$ cat config.mk
export PLATFORM = sky130hd
export DESIGN_NAME = tcw_front
export DESIGN_NICKNAME = d
export VERILOG_FILES = /design/src/rtl/tcw_pkg.sv /design/src/rtl/tcw_front.sv
export SDC_FILE = /design/constraint.sdc
export NUM_CORES = 1
export LEC_CHECK = 0
export BUFFER_PORTS_ARGS = -buffer_cell sky130_fd_sc_hd__buf_4
export CAP_MARGIN = 10
export CORE_MARGIN = 3
export CORE_UTILIZATION = 35
export CTS_CLUSTER_DIAMETER = 30
export DETAILED_ROUTE_END_ITERATION = 8
export PLACE_DENSITY = 0.61
export SYNTH_ARGS = -nofsm -noshare
export SYNTH_HDL_FRONTEND = slang
export SYNTH_SLANG_ARGS = --single-unit
$ cat constraint.sdc
create_clock -name clk -period 4.28 [get_ports clk]
set_input_delay 0.642 -clock clk [delete_from_list [all_inputs] [get_ports clk]]
set_output_delay 0.642 -clock clk [all_outputs]
set_load 0.01 [all_outputs]
$ cat src/rtl/tcw_pkg.sv
// Shared types and constants for the text console writer.
// Holds field widths, character codes, the command format between the
// front and back parts, and the back-end state encoding. No dependencies.
package tcw_pkg;

  // Default screen geometry
  localparam int COLUMNS_DEF = 80;
  localparam int ROWS_DEF    = 25;

  // Field widths fixed by the stream format
  localparam int FUNC_W  = 2;
  localparam int CHAR_W  = 8;
  localparam int ATTR_W  = 8;
  localparam int RROW_W  = 5;
  localparam int RCOL_W  = 7;
  localparam int CCOL_W  = 7;
  localparam int CROW_W  = 5;
  localparam int CELL_W  = 16;
  localparam int IN_TDATA_W  = 32;
  localparam int OUT_TDATA_W = 32;

  // Depth of the command queue between front and back
  localparam int QUEUE_DEPTH = 2;

  // Function codes on tuser
  localparam logic [FUNC_W-1:0] FUNC_PUT   = 2'd0;
  localparam logic [FUNC_W-1:0] FUNC_CLEAR = 2'd1;
  localparam logic [FUNC_W-1:0] FUNC_READ  = 2'd2;

  // Character and attribute codes
  localparam logic [CHAR_W-1:0] NEWLINE_CHAR   = 8'h0A;
  localparam logic [CHAR_W-1:0] BACKSPACE_CHAR = 8'h08;
  localparam logic [CHAR_W-1:0] SPACE_CHAR     = 8'h20;
  localparam logic [ATTR_W-1:0] BLANK_ATTR     = 8'h0F;

  // Classified command kinds
  typedef enum logic [2:0] {
    CMD_PUT,
    CMD_NEWLINE,
    CMD_BACKSPACE,
    CMD_CLEAR,
    CMD_READ,
    CMD_READ_NONE,
    CMD_NOP
  } cmd_kind_t;

  typedef struct packed {
    cmd_kind_t          kind;
    logic [CHAR_W-1:0]  ch;
    logic [ATTR_W-1:0]  attr;
    logic [RROW_W-1:0]  rd_row;
    logic [RCOL_W-1:0]  rd_col;
  } cmd_t;

  // Queue head as seen by the back end
  typedef struct packed {
    logic valid;
    cmd_t cmd;
  } queue_head_t;

  // Back-end sequencer states
  typedef enum logic [2:0] {
    ST_INIT,
    ST_IDLE,
    ST_CLEAR,
    ST_SCR_RD,
    ST_SCR_WR,
    ST_FILL,
    ST_READ,
    ST_DONE
  } back_state_t;

endpackage

$ cat src/rtl/tcw_front.sv
// Front end of the text console writer: accepts input transactions,
// classifies them into commands and queues them for the back end.
// Depends on tcw_pkg.
module tcw_front #(
  parameter int COLUMNS = tcw_pkg::COLUMNS_DEF,
  parameter int ROWS    = tcw_pkg::ROWS_DEF
) (
  input  logic                               clk,
  input  logic                               rst,
  input  logic                               accept_en,
  input  logic                               s_tvalid,
  output logic                               s_tready,
  // [7:0] char_code, [15:8] color, [20:16] read_row, [27:21] read_col
  input  logic [tcw_pkg::IN_TDATA_W-1:0]     s_tdata,
  // [1:0] func
  input  logic [tcw_pkg::FUNC_W-1:0]         s_tuser,
  input  logic                               pop,
  output tcw_pkg::queue_head_t               head
);

  localparam int PTR_W = (tcw_pkg::QUEUE_DEPTH > 1) ? $clog2(tcw_pkg::QUEUE_DEPTH) : 1;
  localparam int CNT_W = $clog2(tcw_pkg::QUEUE_DEPTH + 1);
  localparam logic [PTR_W-1:0] LAST_PTR = PTR_W'(tcw_pkg::QUEUE_DEPTH - 1);
  localparam logic [CNT_W-1:0] FULL_CNT = CNT_W'(tcw_pkg::QUEUE_DEPTH);

  tcw_pkg::cmd_t             q [tcw_pkg::QUEUE_DEPTH];
  logic [PTR_W-1:0]          wr_ptr;
  logic [PTR_W-1:0]          rd_ptr;
  logic [CNT_W-1:0]          count;
  tcw_pkg::cmd_t             cmd_in;
  logic                      push;
  logic                      do_pop;
  logic [tcw_pkg::CHAR_W-1:0] ch;
  logic [tcw_pkg::ATTR_W-1:0] attr;
  logic [tcw_pkg::RROW_W-1:0] rd_row;
  logic [tcw_pkg::RCOL_W-1:0] rd_col;
  logic                      read_in_range;

  // Unpack the payload
  assign ch     = s_tdata[7:0];
  assign attr   = s_tdata[15:8];
  assign rd_row = s_tdata[20:16];
  assign rd_col = s_tdata[27:21];

  assign read_in_range = (int'(rd_row) < ROWS) && (int'(rd_col) < COLUMNS);

  // Classify the transaction
  always_comb begin
    cmd_in.ch     = ch;
    cmd_in.attr   = attr;
    cmd_in.rd_row = rd_row;
    cmd_in.rd_col = rd_col;
    unique case (s_tuser)
      tcw_pkg::FUNC_PUT: begin
        if (ch == tcw_pkg::NEWLINE_CHAR) begin
          cmd_in.kind = tcw_pkg::CMD_NEWLINE;
        end else if (ch == tcw_pkg::BACKSPACE_CHAR) begin
          cmd_in.kind = tcw_pkg::CMD_BACKSPACE;
        end else begin
          cmd_in.kind = tcw_pkg::CMD_PUT;
        end
      end
      tcw_pkg::FUNC_CLEAR: cmd_in.kind = tcw_pkg::CMD_CLEAR;
      tcw_pkg::FUNC_READ: begin
        cmd_in.kind = read_in_range ? tcw_pkg::CMD_READ : tcw_pkg::CMD_READ_NONE;
      end
      default: cmd_in.kind = tcw_pkg::CMD_NOP;
    endcase
  end

  // Queue control
  assign s_tready = accept_en && (count != FULL_CNT);
  assign push     = s_tvalid && s_tready;
  assign do_pop   = pop && (count != '0);

  assign head.valid = (count != '0);
  assign head.cmd   = q[rd_ptr];

  // Store queued commands
  always_ff @(posedge clk) begin
    if (push) begin
      q[wr_ptr] <= cmd_in;
    end
  end

  // Advance pointers and count
  always_ff @(posedge clk) begin
    if (rst) begin
      wr_ptr <= '0;
      rd_ptr <= '0;
      count  <= '0;
    end else begin
      if (push) begin
        wr_ptr <= (wr_ptr == LAST_PTR) ? '0 : PTR_W'(wr_ptr + 1'b1);
      end
      if (do_pop) begin
        rd_ptr <= (rd_ptr == LAST_PTR) ? '0 : PTR_W'(rd_ptr + 1'b1);
      end
      if (push && !do_pop) begin
        count <= CNT_W'(count + 1'b1);
      end else if (do_pop && !push) begin
        count <= CNT_W'(count - 1'b1);
      end
    end
  end

endmodule

==> metrics.yaml, run 1 <==
detailed_routing:
  drt_iter0_drc: 54
  drt-pass1-iter-count: 4
  ant_nets: 0
  via_per_inst: 4.59
  drt-total-wl_mm: 4.40
  drc_errors: 0
  vias: 1429
  wl_per_cell_um: 14.2
logic_synthesis:
  synthCells: 134
  synthTopCellsByArea: "edfxtp_1 74%, mux2_2 14%, dfxtp_1 4.0%, xor2_1 1.0%, buf_2 0.59%"
  postSynth.asyncResetShare_pct: 0
  synth_edf_count: 62
  synth_seq_cells: 67
  synth_top_cell_area_share_pct: 73.7
  synth_cell_type_count: 25
  yosys.area.top_type: "edfxtp_1"
  synth_area_um2: 2520
  synth_nets: 174
  yosysWarnings: 0
  ys.flop_type: "edfxtp_1"
  syn_avg_cell_area_um2: 18.8
  ys_seq_area_share_pct: 77.7
cts:
  cts_tree: "built"
  path_clk_slew_ns: 0.06
  clock_path_buffers: 2
  cts_buffers: 9
  clk_latency_ns: 0.32
  cts_root_buffer: "clkbuf_8"
  clock_sinks: 67
  cts_hold_buf: 0
  post_cts_buffers: 0
  cts_resized: 0
  cts_max_level: 3
power:
  p_leak_nw: 1.23
  ir_drop_mv: 0.250
  power_density_nw_per_um2: 526
cells_and_area:
  area_delta_synth_final_pct: 31.9
  final_cell_mix: "69 x buf_4, 62 x edfxtp_1, 31 x mux2_2"
  fin_nets: 250
  layout-drive-gt1-share_pct: 53.0
  final_util_pct: 48.2
  nFillCells: 636
  n_antenna_cell: 0
  final_common_cell: "buf_4"
timing:
  slew_viol_final: 0
  skew_ns: 0.00456
  slew_headroom_pct: 37.9
  max_freq_ghz: 0.385
  min_period_over_period_pct: 60.7
  rsz0062_at_grt: "false"
  final-setup-viol-count: 0
  finalHoldViolations: 0
  fin_tns_setup_ns: 0
  period_minus_slack_ns: 2.60
  worst-slew-pin-transition_ns: 0.929
grt:
  grt_usage_pct: 11.3
  busiest_layer: "met2"
  grt_start_max_net_pins: 32
  grt_pass1_wl_mm: 7.11
  met1_usage_pct: 14.1
  grt_pass1_vias: 1473
  met3_usage_pct: 3.31
  antenna_found_initial: 0
  grt_remaining_overflow: 0
  met2_usage_pct: 17.6
die:
  dieArea_um2: 8270
  die_height_um: 90.9
  initial_core_util_pct: 36.6
  rows: 30
  coreArea_um2: 6910
  pin_count: 72
  die-width_um: 90.9
place:
  portBuffers: 67
  gp_congestion: 0.659
  hpwl_mm: 2.92
critical_path:
  worst-setup-path-type: "reg2out"
  reg2reg_depth: 3
  r2r_slack_ns: 2.41
  crit_arrival_ns: 1.96
  required_ns: 3.64
  r2r-end: "q[1][24]"
  path_max_fanout: 18
  endpoint_kind: "output port"
  worst_setup_path_start_kind: "flip-flop"
  r2r_start: "count[0]"
min_path:
  holdPathEnd: "q[0][2]"
  hp-class: "in2reg"
  min-delay-start: "s_tdata[23]"
  whs_path_depth: 1
status:
  status: "finished clean"
run:
  drv_cap: 0
==> per-stage QoR <==
step	setup WS [ns]	hold slack, ns	power (mW)	area [µm²]	std cells
floorplan	1.81	0.471	1.08	2520	134
global route	1.54	0.475	1.84	3330	311
global placement	1.95	0.489	1.29	3150	295
CTS	1.60	0.477	1.78	3330	311
detailed placement	1.97	0.495	1.30	3150	295
finish	1.68	0.502	1.75	3330	311
==> metal layers <==
layer	part of all wire (%)	vias to the layer above
met4	1.5	0
li1	-	674
met1	44	696
met2	49	51
met5	0	-
met3	5.8	8
==> power by group <==
group / total, mW / switching [mW] / internal [mW]
clock: 0.477 / 0.210 / 0.267
sequential: 0.821 / 0.0383 / 0.782
combinational: 0.452 / 0.198 / 0.254
total: 1.75 / 0.446 / 1.30
==> synth_stat cells, types with 2 or more instances <==
master	instances
mux2_2	31
edfxtp_1	62
dfxtp_1	5
a21oi_1	2
o21ai_0	3
nand2_1	2
inv_1	4
nor2_1	4
xor2_1	3
buf_2	3
==> area by class of cell <==
cell class	instances	area [µm²]	share of cell area, %
clock buffers	13	139	4.17
multi-input cells	59	537	16.1
well taps	96	120	3.61
clock inverters	3	38.8	1.16
inverters	4	15.0	0.451
repair buffers	69	518	15.6
flip-flops and latches	67	1960	58.9
==> registers in the layout (all words and copies together) (netlist names), named ones only <==
name,cells
q,62
rd_ptr,1
count,2
wr_ptr,1
==> worst max path at each step <==
stage | startpoint | endpoint | slack [ns] | depth (start not counted)
2_1_floorplan | s_tvalid | q[1][0] | 1.81 | 2
3_3_place_gp | flip-flop | head[8] | 1.95 | 3
5_1_grt | flip-flop | head[20] | 1.54 | 3
4_1_cts | flip-flop | head[8] | 1.60 | 3
3_5_place_dp | flip-flop | head[8] | 1.97 | 3
6_report | flip-flop | head[8] | 1.68 | 3
==> worst max-delay path, cell delays in order (launching register included) <==
cell	delay (ns)
dfxtp_1	0.72
buf_4	0.39
mux2_2	0.39
buf_4	0.15
==> logic make-up (layout without fill, tap and decap cells) <==
logic type	after synthesis	after routing	share of synthesized area (%)
AOI/OAI and AO/OA	10	10	2.68
xor gates and xnor gates	3	3	1.04
adders and majority gates	1	1	0.495
buffers and inverters	8	89	1.34
DFF	67	67	77.7
muxes	31	31	13.8
and+or+nand+nor	14	14	2.92
(Power assumes the default switching activity.)
==> run 2, diff against run 1 <==
==> constraint.sdc (replaced) <==
create_clock -name clk -period 2.4 [get_ports clk]
set_input_delay 0.36 -clock clk [delete_from_list [all_inputs] [get_ports clk]]
set_output_delay 0.36 -clock clk [all_outputs]
set_load 0.01 [all_outputs]
==> metrics.yaml, run 2 (synthesis results as in run 1) <==
cells_and_area:
  largest_reg_flops: 62  # unchanged
  regMostFlops: "q"  # unchanged
  area_delta_synth_final_pct: 34.2  # was 31.9%
  ff_latch_area_um2: 1960  # unchanged
  final_cell_mix: "73 x buf_4, 62 x edfxtp_1, 31 x mux2_2"  # was 69 x buf_4, 62 x edfxtp_1, 31 x mux2_2
  final_common_cell: "buf_4"  # unchanged
  multi_input_area_um2: 537  # unchanged
  nFillCells: 653  # was 636
  layout-drive-gt1-share_pct: 54.8  # was 53.0%
  n_antenna_cell: 0  # unchanged
  final_util_pct: 49.1  # was 48.2%
  top_regs: "q: 62 flops, count: 2 flops"  # unchanged
  fin_nets: 254  # was 250
critical_path:
  r2r_slack_ns: 0.74  # was 2.41 ns
  worst_setup_path_start_kind: "flip-flop"  # unchanged
  r2r-end: "count[1]"  # was q[1][24]
  endpoint_kind: "output port"  # unchanged
  crit_arrival_ns: 1.44  # was 1.96 ns
  r2r_start: "count[0]"  # unchanged
  reg2reg_depth: 6  # was 3
  path_max_fanout: 18  # unchanged
  required_ns: 2.04  # was 3.64 ns
  worst-setup-path-type: "reg2out"  # unchanged
detailed_routing:
  vias: 1423  # was 1429
  via_per_inst: 4.52  # was 4.59
  ant_nets: 0  # unchanged
  drt-pass1-iter-count: 4  # unchanged
  drt_iter0_drc: 47  # was 54
  drc_errors: 0  # unchanged
  drt-total-wl_mm: 4.49  # was 4.40 mm
  wl_per_cell_um: 14.3  # was 14.2 µm
grt:
  grt_usage_pct: 11.7  # was 11.3%
  antenna_found_initial: 0  # unchanged
  grt_pass1_wl_mm: 7.27  # was 7.11 mm
  grt_remaining_overflow: 0  # unchanged
  grt_start_max_net_pins: 19  # was 32
  met3_usage_pct: 3.15  # was 3.31%
  met1_usage_pct: 14.0  # was 14.1%
  busiest_layer: "met2"  # unchanged
  met2_usage_pct: 18.9  # was 17.6%
  grt_pass1_vias: 1506  # was 1473
timing:
  rsz0062_at_grt: "false"  # unchanged
  skew_ns: 0.00455  # was 0.00456 ns
  fin_tns_setup_ns: 0  # unchanged
  period_minus_slack_ns: 1.80
  final-setup-viol-count: 0  # unchanged
  worst-slew-pin-transition_ns: 0.499  # was 0.929 ns
  slew_headroom_pct: 66.3  # was 37.9%
  max_freq_ghz: 0.555
  finalHoldViolations: 0  # unchanged
  min_period_over_period_pct: 75.0
  slew_viol_final: 0  # unchanged
  worst_hold_slack_ns: 0.216  # was 0.502 ns
die:
  coreArea_um2: 6910  # unchanged
  pin_count: 72  # unchanged
  die_height_um: 90.9  # unchanged
  initial_core_util_pct: 36.6  # unchanged
  rows: 30  # unchanged
  die-width_um: 90.9  # unchanged
  dieArea_um2: 8270  # unchanged
min_path:
  whs_path_depth: 1  # unchanged
  min-delay-start: "s_tdata[24]"  # was s_tdata[23]
  holdPathEnd: "q[1][3]"  # was q[0][2]
  hp-class: "in2reg"  # unchanged
power:
  seq_power_share_pct: 44.0  # was 46.9%
  ir_drop_mv: 0.561  # was 0.250 mV
  p_int_mw: 2.44  # was 1.30 mW
  power_density_nw_per_um2: 959  # was 526 nW/µm²
  combPwrFrac_pct: 26.3  # was 25.8%
  pwr-share-clk_pct: 29.6  # was 27.3%
  p_leak_nw: 1.26  # was 1.23 nW
  p_sw_share_pct: 25.0  # was 25.5%
  power_switching_uw: 813  # was 446 µW
cts:
  cts_resized: 0  # unchanged
  cts_max_level: 3  # unchanged
  cts_root_buffer: "clkbuf_8"  # unchanged
  post_cts_buffers: 0  # unchanged
  cts_hold_buf: 0  # unchanged
  cts_tree: "built"  # unchanged
  path_clk_slew_ns: 0.07  # was 0.06 ns
  clock_sinks: 67  # unchanged
  clock_path_buffers: 2  # unchanged
  cts_buffers: 9  # unchanged
  clk_latency_ns: 0.33  # was 0.32 ns
place:
  gp_congestion: 0.666  # was 0.659
  portBuffers: 67  # unchanged
  hpwl_mm: 3.16  # was 2.92 mm
run:
  drv_cap: 0  # unchanged
status:
  status: "finished clean"  # unchanged
-- run 2: power groups by stage --
stage / sequential (mW) / clock, mW / combinational, mW
after floorplan: 1.45 / 0 / 0.478
after global placement: 1.45 / 0 / 0.872
after detailed placement: 1.46 / 0 / 0.870
after CTS: 1.43 / 0.992 / 0.875
after global routing: 1.44 / 1.04 / 0.937
final: 1.43 / 0.963 / 0.856
-- run 2: layout make-up --
class,count,area share [%]
Inverter,4,0.443
Clock buffer,10,3.77
Sequential cell,67,57.9
Tap cell,96,3.54
Multi-Input combinational cell,59,15.8
Timing Repair Buffer,73,16.2
Clock inverter,6,2.36
-- run 2: layer usage --
layer	wire length, µm	up-vias
met5	0	-
li1	-	678
met2	2280	46
met4	99	0
met3	250	10
met1	1870	689
-- run 2: how the worst max path moves through the flow --
stage,startpoint,end
after floorplan,count[0],q[1][0]
after global placement,count[0],count[1]
after detailed placement,count[0],count[1]
after CTS,flip-flop,head[8]
after global routing,flip-flop,head[8]
final,flip-flop,head[23]
-- run 2: critical path: stages, from the launching register on --
cell,delay [ns]
dfxtp_1,0.33
buf_4,0.26
mux2_2,0.38
buf_4,0.14
-- run 2: stage by stage --
| stage | cell area [µm²] | cells | total power [mW] | setup slack, ns |
|---|---|---|---|---|
| finish | 3390 | 315 | 3.25 | 0.599 |
| global route | 3390 | 315 | 3.42 | 0.503 |
| CTS | 3390 | 315 | 3.30 | 0.563 |
| detailed placement | 3180 | 299 | 2.33 | 0.756 |
| global placement | 3180 | 299 | 2.33 | 0.780 |
| floorplan | 2520 | 134 | 1.93 | 0.0246 |
